[config.mk]
export PLATFORM = sky130hd
export DESIGN_NAME = uart_write_datagram_framer
export DESIGN_NICKNAME = d
export VERILOG_FILES = /design/src/rtl/uwdf_pkg.sv /design/src/rtl/uwdf_ser.sv /design/src/rtl/uart_write_datagram_framer.sv
export SDC_FILE = /design/constraint.sdc
export NUM_CORES = 1
export LEC_CHECK = 0
export BUFFER_PORTS_ARGS = -buffer_cell sky130_fd_sc_hd__buf_2
export CORE_AREA = 5 5 154 156
export CTS_BUF_LIST = sky130_fd_sc_hd__clkbuf_2
export DETAILED_ROUTE_END_ITERATION = 8
export DIE_AREA = 0 0 159 161
export MAX_ROUTING_LAYER = met4
export PLACE_DENSITY = 0.7
export SYNTH_ARGS = -nofsm -noshare
export SYNTH_HDL_FRONTEND = slang
export SYNTH_SLANG_ARGS = --single-unit
[constraint.sdc]
create_clock -name clk -period 3.57 [get_ports clk]
set_input_delay 0.1785 -clock clk [delete_from_list [all_inputs] [get_ports clk]]
set_output_delay 0.1785 -clock clk [all_outputs]
set_load 0.05 [all_outputs]
[src/rtl/uwdf_pkg.sv]
package uwdf_pkg;

	localparam int FRAME_BYTES = 8;
	localparam int BYTE_CNT_W  = $clog2(FRAME_BYTES);

	localparam logic [7:0] SYNC_BYTE  = 8'h05;
	localparam logic [7:0] CRC_POLY   = 8'h07;
	localparam logic [7:0] WRITE_FLAG = 8'h80;
	localparam logic [7:0] CRC_INIT   = 8'h00;

	// Fields of one finished frame, handed from the CRC pipeline to the serializer.
	typedef struct packed {
		logic [7:0]  node_address;
		logic [6:0]  register_address;
		logic [31:0] write_data;
		logic [7:0]  crc;
	} frame_t;

	// One byte into the CRC, bits taken least significant first into a
	// left-shifting register.
	function automatic logic [7:0] crc8_update(input logic [7:0] crc_in,
		input logic [7:0] data_in);
		logic [7:0] c;
		logic [7:0] d;
		c = crc_in;
		d = data_in;
		for (int k = 0; k < 8; k++) begin
			if (c[7] ^ d[0]) begin
				c = {c[6:0], 1'b0} ^ CRC_POLY;
			end else begin
				c = {c[6:0], 1'b0};
			end
			d = {1'b0, d[7:1]};
		end
		return c;
	endfunction

endpackage

[src/rtl/uwdf_ser.sv]
module uwdf_ser (
	input  logic                clk,
	input  logic                arst_n,
	input  logic                load_valid,
	input  uwdf_pkg::frame_t    load_frame,
	output logic                load_ready,
	output logic                frame_valid,
	input  logic                frame_stall,
	output logic [7:0]          frame_byte,
	output logic                last_byte
);
	import uwdf_pkg::*;

	localparam int SREG_W = FRAME_BYTES * 8;

	logic [SREG_W-1:0]     sreg_q;
	logic [BYTE_CNT_W-1:0] cnt_q;
	logic                  valid_q;
	logic                  take;
	logic                  at_last;
	logic                  load;
	logic [SREG_W-1:0]     frame_vec;

	assign take       = valid_q && !frame_stall;
	assign at_last    = (cnt_q == BYTE_CNT_W'(FRAME_BYTES - 1));
	// A new frame may load in the same cycle that the last byte of the old one leaves.
	assign load_ready = !valid_q || (take && at_last);
	assign load       = load_valid && load_ready;

	assign frame_vec = {SYNC_BYTE, load_frame.node_address,
		WRITE_FLAG | {1'b0, load_frame.register_address},
		load_frame.write_data, load_frame.crc};

	always_ff @(posedge clk or negedge arst_n) begin
		if (!arst_n) begin
			valid_q <= 1'b0;
			cnt_q   <= '0;
		end else begin
			if (load) begin
				valid_q <= 1'b1;
				cnt_q   <= '0;
			end else if (take) begin
				if (at_last) begin
					valid_q <= 1'b0;
				end
				cnt_q <= cnt_q + BYTE_CNT_W'(1);
			end
		end
	end

	always_ff @(posedge clk) begin
		if (load) begin
			sreg_q <= frame_vec;
		end else if (take) begin
			sreg_q <= {sreg_q[SREG_W-9:0], 8'h00};
		end
	end

	assign frame_valid = valid_q;
	assign frame_byte  = sreg_q[SREG_W-1 -: 8];
	assign last_byte   = at_last;

endmodule

[src/rtl/uart_write_datagram_framer.sv]
// Path: an accepted request beat passes the CRC stages s1, s2 and s3 and is then
// loaded into the serializer, which offers the frame's bytes in order up to the CRC byte.
// The byte-wide output serializer holds one frame while its bytes go out; the three
// CRC stages before it let the next request move up while bytes go out.
// Reset (arst_n low, asynchronous): all pipeline valid bits and the serializer's valid
// bit and byte counter clear, and node_address returns to 0.
module uart_write_datagram_framer (
	input  logic        clk,
	input  logic        arst_n,
	input  logic        cfg_wr_en,
	input  logic [7:0]  cfg_wr_data,
	input  logic        req_valid,
	output logic        req_stall,
	input  logic [6:0]  register_address,
	input  logic [31:0] write_data,
	output logic        frame_valid,
	input  logic        frame_stall,
	output logic [7:0]  frame_byte,
	output logic        last_byte
);
	import uwdf_pkg::*;

	logic [7:0]  node_address_q;

	logic        v_s1;
	logic        v_s2;
	logic        v_s3;
	logic [6:0]  addr_s1;
	logic [6:0]  addr_s2;
	logic [6:0]  addr_s3;
	logic [31:0] data_s1;
	logic [31:0] data_s2;
	logic [31:0] data_s3;
	logic [7:0]  node_s1;
	logic [7:0]  node_s2;
	logic [7:0]  node_s3;
	logic [7:0]  crc_s1;
	logic [7:0]  crc_s2;
	logic [7:0]  crc_s3;

	logic        en1;
	logic        en2;
	logic        en3;
	logic        load_ready;
	frame_t      load_frame;

	always_ff @(posedge clk or negedge arst_n) begin
		if (!arst_n) begin
			node_address_q <= 8'h00;
		end else if (cfg_wr_en) begin
			node_address_q <= cfg_wr_data;
		end
	end

	assign en3       = !v_s3 || load_ready;
	assign en2       = !v_s2 || en3;
	assign en1       = !v_s1 || en2;
	assign req_stall = !en1;

	always_ff @(posedge clk or negedge arst_n) begin
		if (!arst_n) begin
			v_s1 <= 1'b0;
			v_s2 <= 1'b0;
			v_s3 <= 1'b0;
		end else begin
			if (en1) begin
				v_s1 <= req_valid;
			end
			if (en2) begin
				v_s2 <= v_s1;
			end
			if (en3) begin
				v_s3 <= v_s2;
			end
		end
	end

	// Each stage folds about two frame bytes into the running CRC.
	always_ff @(posedge clk) begin
		if (en1) begin
			addr_s1 <= register_address;
			data_s1 <= write_data;
			node_s1 <= node_address_q;
			crc_s1  <= crc8_update(crc8_update(CRC_INIT, SYNC_BYTE), node_address_q);
		end
		if (en2) begin
			addr_s2 <= addr_s1;
			data_s2 <= data_s1;
			node_s2 <= node_s1;
			crc_s2  <= crc8_update(crc8_update(crc_s1, WRITE_FLAG | {1'b0, addr_s1}),
				data_s1[31:24]);
		end
		if (en3) begin
			addr_s3 <= addr_s2;
			data_s3 <= data_s2;
			node_s3 <= node_s2;
			crc_s3  <= crc8_update(crc8_update(crc_s2, data_s2[23:16]), data_s2[15:8]);
		end
	end

	always_comb begin
		load_frame.node_address     = node_s3;
		load_frame.register_address = addr_s3;
		load_frame.write_data       = data_s3;
		load_frame.crc              = crc8_update(crc_s3, data_s3[7:0]);
	end

	uwdf_ser u_ser (
		.clk         (clk),
		.arst_n      (arst_n),
		.load_valid  (v_s3),
		.load_frame  (load_frame),
		.load_ready  (load_ready),
		.frame_valid (frame_valid),
		.frame_stall (frame_stall),
		.frame_byte  (frame_byte),
		.last_byte   (last_byte)
	);

endmodule

* Yosys cells after proc, flatten, opt, wreduce, memory -nomap -nowiden
Cells that the tools add are included.
Word-level totals: flip-flop bits (word level) 244
Cells by class: eq/ne operators 1, reductions and logical operators 16, add/sub/neg operators 1, mux-type cells 92, bitwise operators 93
Operators by type and width (number):
- $mux W8 | 37
- $mux W3 | 50
- $not A3 Y3 | 47
- $mux W56 | 2
- $xor A1 B1 Y1 | 46
- $logic_not A1 Y1 | 6
- $logic_or A1 B1 Y1 | 4
- $reduce_bool A2 Y1 | 2
- $add A3 B1 Y3 const B | 1
- $eq A3 B3 Y1 const B | 1
- $logic_and A1 B1 Y1 | 3
- $mux W1 | 3
- $reduce_and A2 Y1 | 1

* Longest topological paths before layout
depth after elaboration 51, mapped depth 8, gate-level depth less buffers 6

* Cells and area by module
Synthesis repeated with hierarchy kept, for this count alone.
Second synthesis, totals: cells, all modules 579, area, all modules 9903.2 um^2
By module, submodules not included:
- uart_write_datagram_framer | instances 1, cells an instance 293, area each 6693.9 um^2, seq. area each 5230.0 um^2
- uwdf_ser | instances 1, cells an instance 286, area each 3209.3 um^2, seq. area each 1931.9 um^2

* Worst setup path before layout
No wires, ideal clock.
path type register to output, from register u_ser.cnt_q[0], to output port req_stall, path buffers 0, data arrival time 3562 ps, setup slack -171 ps, data required time 3391 ps, cell stages (with the launch flop) 7, cell sequence dfrtp_1 -> ha_1 -> ha_1 -> nand2b_1 -> and3_1 -> nand3_1 -> inv_1
On the way: longest elaborated chain between the ends 7
RTL lines:
- start: declaration | line uwdf_ser.sv:17 | logic [BYTE_CNT_W-1:0] cnt_q;
- start signal: assignment | line uwdf_ser.sv:46 | cnt_q <= cnt_q + BYTE_CNT_W'(1);
- $eq A3 B3 Y1 | line uwdf_ser.sv:25 | assign at_last = (cnt_q == BYTE_CNT_W'(FRAME_BYTES - 1));
- named net last_byte | line uart_write_datagram_framer.sv:19 | output logic last_byte
- $logic_and A1 B1 Y1 | line uwdf_ser.sv:27 | assign load_ready = !valid_q || (take && at_last);
- $logic_or A1 B1 Y1 | line uwdf_ser.sv:27
- $logic_or A1 B1 Y1 | line uart_write_datagram_framer.sv:55 | assign en3 = !v_s3 || load_ready;
- $logic_or A1 B1 Y1 | line uart_write_datagram_framer.sv:56 | assign en2 = !v_s2 || en3;
- $logic_or A1 B1 Y1 | line uart_write_datagram_framer.sv:57 | assign en1 = !v_s1 || en2;
- $logic_not A1 Y1 | line uart_write_datagram_framer.sv:58 | assign req_stall = !en1;
- end: declaration | line uart_write_datagram_framer.sv:13 | output logic req_stall,
The timed path passes the listed nets, and every way through them passes these cells.

* Worst setup path in the final report
from register u_ser.cnt_q[0], to output port req_stall
On the way: longest elaborated chain between the ends 7
RTL lines (line):
- $eq A3 B3 Y1 | uwdf_ser.sv:25
- $logic_and A1 B1 Y1 | uwdf_ser.sv:27
- $logic_or A1 B1 Y1 | uwdf_ser.sv:27
- $logic_or A1 B1 Y1 | uart_write_datagram_framer.sv:55
- $logic_or A1 B1 Y1 | uart_write_datagram_framer.sv:56
- $logic_or A1 B1 Y1 | uart_write_datagram_framer.sv:57
- $logic_not A1 Y1 | uart_write_datagram_framer.sv:58
No other way between the ends.

==> impl_metrics.csv <==
group,metric,value,unit
status,status,"complete, no violations",
cts,tritoncts,"built",
worst_setup_path,cp_cell_sequence,"ha_1, ha_1, nand2b_1, and3_1, nand3_2, inv_1, buf_2",
power,sw_frac_of_total,27.4,%
placement,gp_congestion,0.758,
worst_setup_path,r2r_end,"u_ser.sreg_q[52]$_DFFE_PP_",
power,peakVddDrop,0.271,mV
cts,clk_latency,0.80,ns
cts,clock_path_buffers,3,
route,drt-pass1-iter-count,4,
worst_setup_path,max_stage_delay,0.42,ns
logic_synthesis,yosysTopAreaCellShare,70.4,%
final_layout,nets,828,
route,drcViolationCount,0,
logic_synthesis,syn_nets,648,
floorplanning,die_w,159,um
global_routing,grt_max_degree,95,
timing,tns,0,ns
logic_synthesis,synth_edf_count,220,
worst_setup_path,endpoint_kind,"primary output",
placement,io_buffers,62,
power,clkPwrFrac,25.8,%
floorplanning,core,22200,um^2
power,intPower,4.96,mW
logic_synthesis,synth_seq_cells,244,
worst_setup_path,crit_family,"simple AND/OR/NAND/NOR gates",
worst_setup_path,required,3.39,ns
worst_setup_path,path_class,"reg -> out",
logic_synthesis,avgSynthCellArea,15.8,um^2
logic_synthesis,yosysWarnings,0,
final_layout,layout_common_cells,"edfxtp_1, nand2_1, dlygate4sd3_1",
worst_setup_path,reg2reg_from,"u_ser.cnt_q[0]$_DFFE_PN0P_",
floorplanning,pin_count,63,
global_routing,grt_pass1_vias,5307,
cts,cts_buffers,55,
route,ant_nets,0,
final_layout,syn2layout_area_growth,21.3,%
timing,drv_slew,0,
worst_setup_path,crit_arrival,2.88,ns
logic_synthesis,syn_inst,594,
logic_synthesis,synth_area_leaders,"edfxtp_1, xnor2_1, nand2_1",
timing,max_slew.worst_pin.slew,0.804,ns
timing,rsz0062_at_grt,"no",
route,wl_per_cell,14.6,um
timing,finalHoldViolCount,0,
final_layout,layout_commonest_cell,"edfxtp_1",
route,avgViaCountPerCell,4.57,
logic_synthesis,synth_ff_type,"edfxtp_1",
logic_synthesis,synth_area,9380,um^2
final_layout,drive_above_1_share,21.3,%
final_layout,final_cell_area,11400,um^2
timing,setup_viol,0,
route,routed-via-count,5039,
power,seqPwrFrac,54.5,%
logic_synthesis,seq_area_frac_synth,76.3,%
floorplanning,die-area,25600,um^2
cts,htree_levels,2,
worst_setup_path,crit_fanout,11,
worst_setup_path,worstSetupPathDepth,7,
logic_synthesis,synth-async-reset-ratio,6.15,%
worst_hold_path,hold_path.class,"in -> reg",
timing,period_minus_slack,3.06,ns
power,power.density,601,nW/um^2
power,power.leakage,4.12,nW
placement,placed_area,10000,um^2
worst_setup_path,critPathSlowestCell,"dfrtp_1",
placement,hpwlAfterDp,10300,um
route,drtIter0Drc,301,
global_routing,grt_antenna_before_repair,2,
worst_setup_path,r2r_cells,7,
timing,fin_worst_skew,0.0430,ns
power,combPwrFrac,19.7,%
worst_setup_path,endpoint,"req_stall",
worst_setup_path,crit_buf_inv,2,
route,wl,16100,um
floorplanning,die_h,161,um
power,p_sw,1.87,mW
worst_setup_path,timing.critical_path.mode_cell,"ha_1",
timing,fin_crit_sh,85.6,%
timing,max_freq,327,MHz
cts,cts_sinks,244,
worst_setup_path,worst_setup_path_start_kind,"flop",
timing,maxSlewHeadroom,46.2,%
run,drv_cap,0,
global_routing,track_usage,13.0,%
floorplanning,initial_core_util,42.2,%
logic_synthesis,synth.distinct_cells,25,
worst_setup_path,critical_path.startpoint,"u_ser.cnt_q[0]$_DFFE_PN0P_",
worst_setup_path,r2r_slack,1.10,ns
cts,clockRootBuffer,"clkbuf_2",
logic_synthesis,synth.largest_area_cell,"edfxtp_1",
global_routing,gr-total-overflow,0,
floorplanning,rows,55,
cts,clk_pin_slew,0.10,ns
global_routing,grt_pass1_wl,26200,um
[through the flow]
stage / std cells / setup WS (ns) / hold WS (ns) / power, mW / util, %
floorplan: 594 / 0.386 / -0.117 / 4.76 / -
detailed placement: 919 / 1.10 / 0.133 / 5.07 / 45.0
global placement: 919 / 1.20 / 0.112 / 5.02 / 45.0
global route: 1103 / 0.292 / 0.00450 / 7.22 / 51.2
finish: 1103 / 0.514 / 0.0995 / 6.84 / 51.2
CTS: 1097 / 0.435 / 0.000106 / 6.93 / 51.0
[what timing repair did]
item | CTS | global route
endpoints found under the hold margin | 106 | 4
endpoints found under the setup margin | 0 | 0
resized for setup | 0 | 0
hold buffers | 79 | 4
buffers inserted | 0 | 0
[registers in the layout, summed over array words and instances (netlist names)]
| signal | flops |
|---|---|
| addr_s1 | 7 |
| addr_s2 | 7 |
| addr_s3 | 7 |
| crc_s1 | 8 |
| crc_s2 | 8 |
| crc_s3 | 8 |
| data_s1 | 32 |
| data_s2 | 32 |
| data_s3 | 32 |
| node_address_q | 8 |
| node_s1 | 8 |
| node_s2 | 8 |
| node_s3 | 8 |
| u_ser.cnt_q | 3 |
| u_ser.frame_valid | 1 |
| u_ser.sreg_q | 64 |
| v_s1 | 1 |
| v_s2 | 1 |
| v_s3 | 1 |
[power groups by stage]
stage | Sequential [mW] | Clock [mW] | Combinational [mW]
after CTS | 3.73 | 1.84 | 1.36
after global placement | 3.78 | 0 | 1.24
final | 3.72 | 1.76 | 1.35
after floorplan | 3.75 | 0 | 1.01
after detailed placement | 3.79 | 0 | 1.28
after global routing | 3.76 | 2.00 | 1.47
[worst reg2reg max path, stage by stage, from the launching register on]
cell and delay [ns]:
dfrtp_1 0.42, ha_1 0.23, ha_1 0.20, nand2b_1 0.17, nand2_1 0.10, nand2_1 0.32
nand2_2 0.45, buf_12 0.34
[cells by family after synthesis]
| family | Yosys count | share of synthesized area [%] |
|---|---|---|
| and+or+nand+nor | 141 | 5.91 |
| xor gates and xnor gates | 112 | 11.9 |
| adders and majority gates | 2 | 0.267 |
| AOI/OAI and AO/OA | 56 | 3.01 |
| DFF | 244 | 76.3 |
| buffers and inverters | 31 | 1.64 |
| muxes | 8 | 0.960 |
[cells in the mapped netlist (4+ instances only)]
| library cell | count |
|---|---|
| xor2_1 | 20 |
| edfxtp_1 | 220 |
| buf_2 | 6 |
| nor2_1 | 9 |
| clkbuf_1 | 15 |
| mux2_2 | 8 |
| nand3_1 | 4 |
| xnor2_1 | 81 |
| o21ai_0 | 47 |
| a21oi_1 | 8 |
| nand2_1 | 120 |
| nand2b_1 | 5 |
| dfxtp_1 | 9 |
| xnor3_1 | 6 |
| dfrtp_1 | 15 |
| buf_4 | 8 |
[metal layers]
metal  GRT usage [%]  routed length [um]
met3            3.24                 858
met5               -                   0
met4            4.81                 273
met2            21.2                7980
met1            15.9                7030
[worst min path at each step]
| stage | start | endpoint | slack, ns | depth (start not counted) |
|---|---|---|---|---|
| 2_1_floorplan | arst_n | node_address_q[0]$_DFFE_PN0P_ | -0.12 | 0 |
| 3_3_place_gp | arst_n | node_address_q[4]$_DFFE_PN0P_ | 0.11 | 1 |
| 3_5_place_dp | arst_n | node_address_q[6]$_DFFE_PN0P_ | 0.13 | 1 |
| 4_1_cts | register_address[6] | addr_s1[6]$_DFFE_PN_ | 0.0001 | 2 |
| 5_1_grt | write_data[9] | data_s1[9]$_DFFE_PN_ | 0.004 | 2 |
| 6_report | write_data[24] | data_s1[24]$_DFFE_PN_ | 0.1 | 2 |
[cell type report]
class / instances / area [um^2]
clock inverters: 17 / 121
inverters: 2 / 7.51
fillers: 1858 / 10800
clock buffers: 82 / 410
diodes: 2 / 5.00
repair buffers: 152 / 1220
multi-input cells: 319 / 2100
well taps: 285 / 357
flip-flops and latches: 244 / 7160
Note: power is estimated with default switching activity, not from simulation.
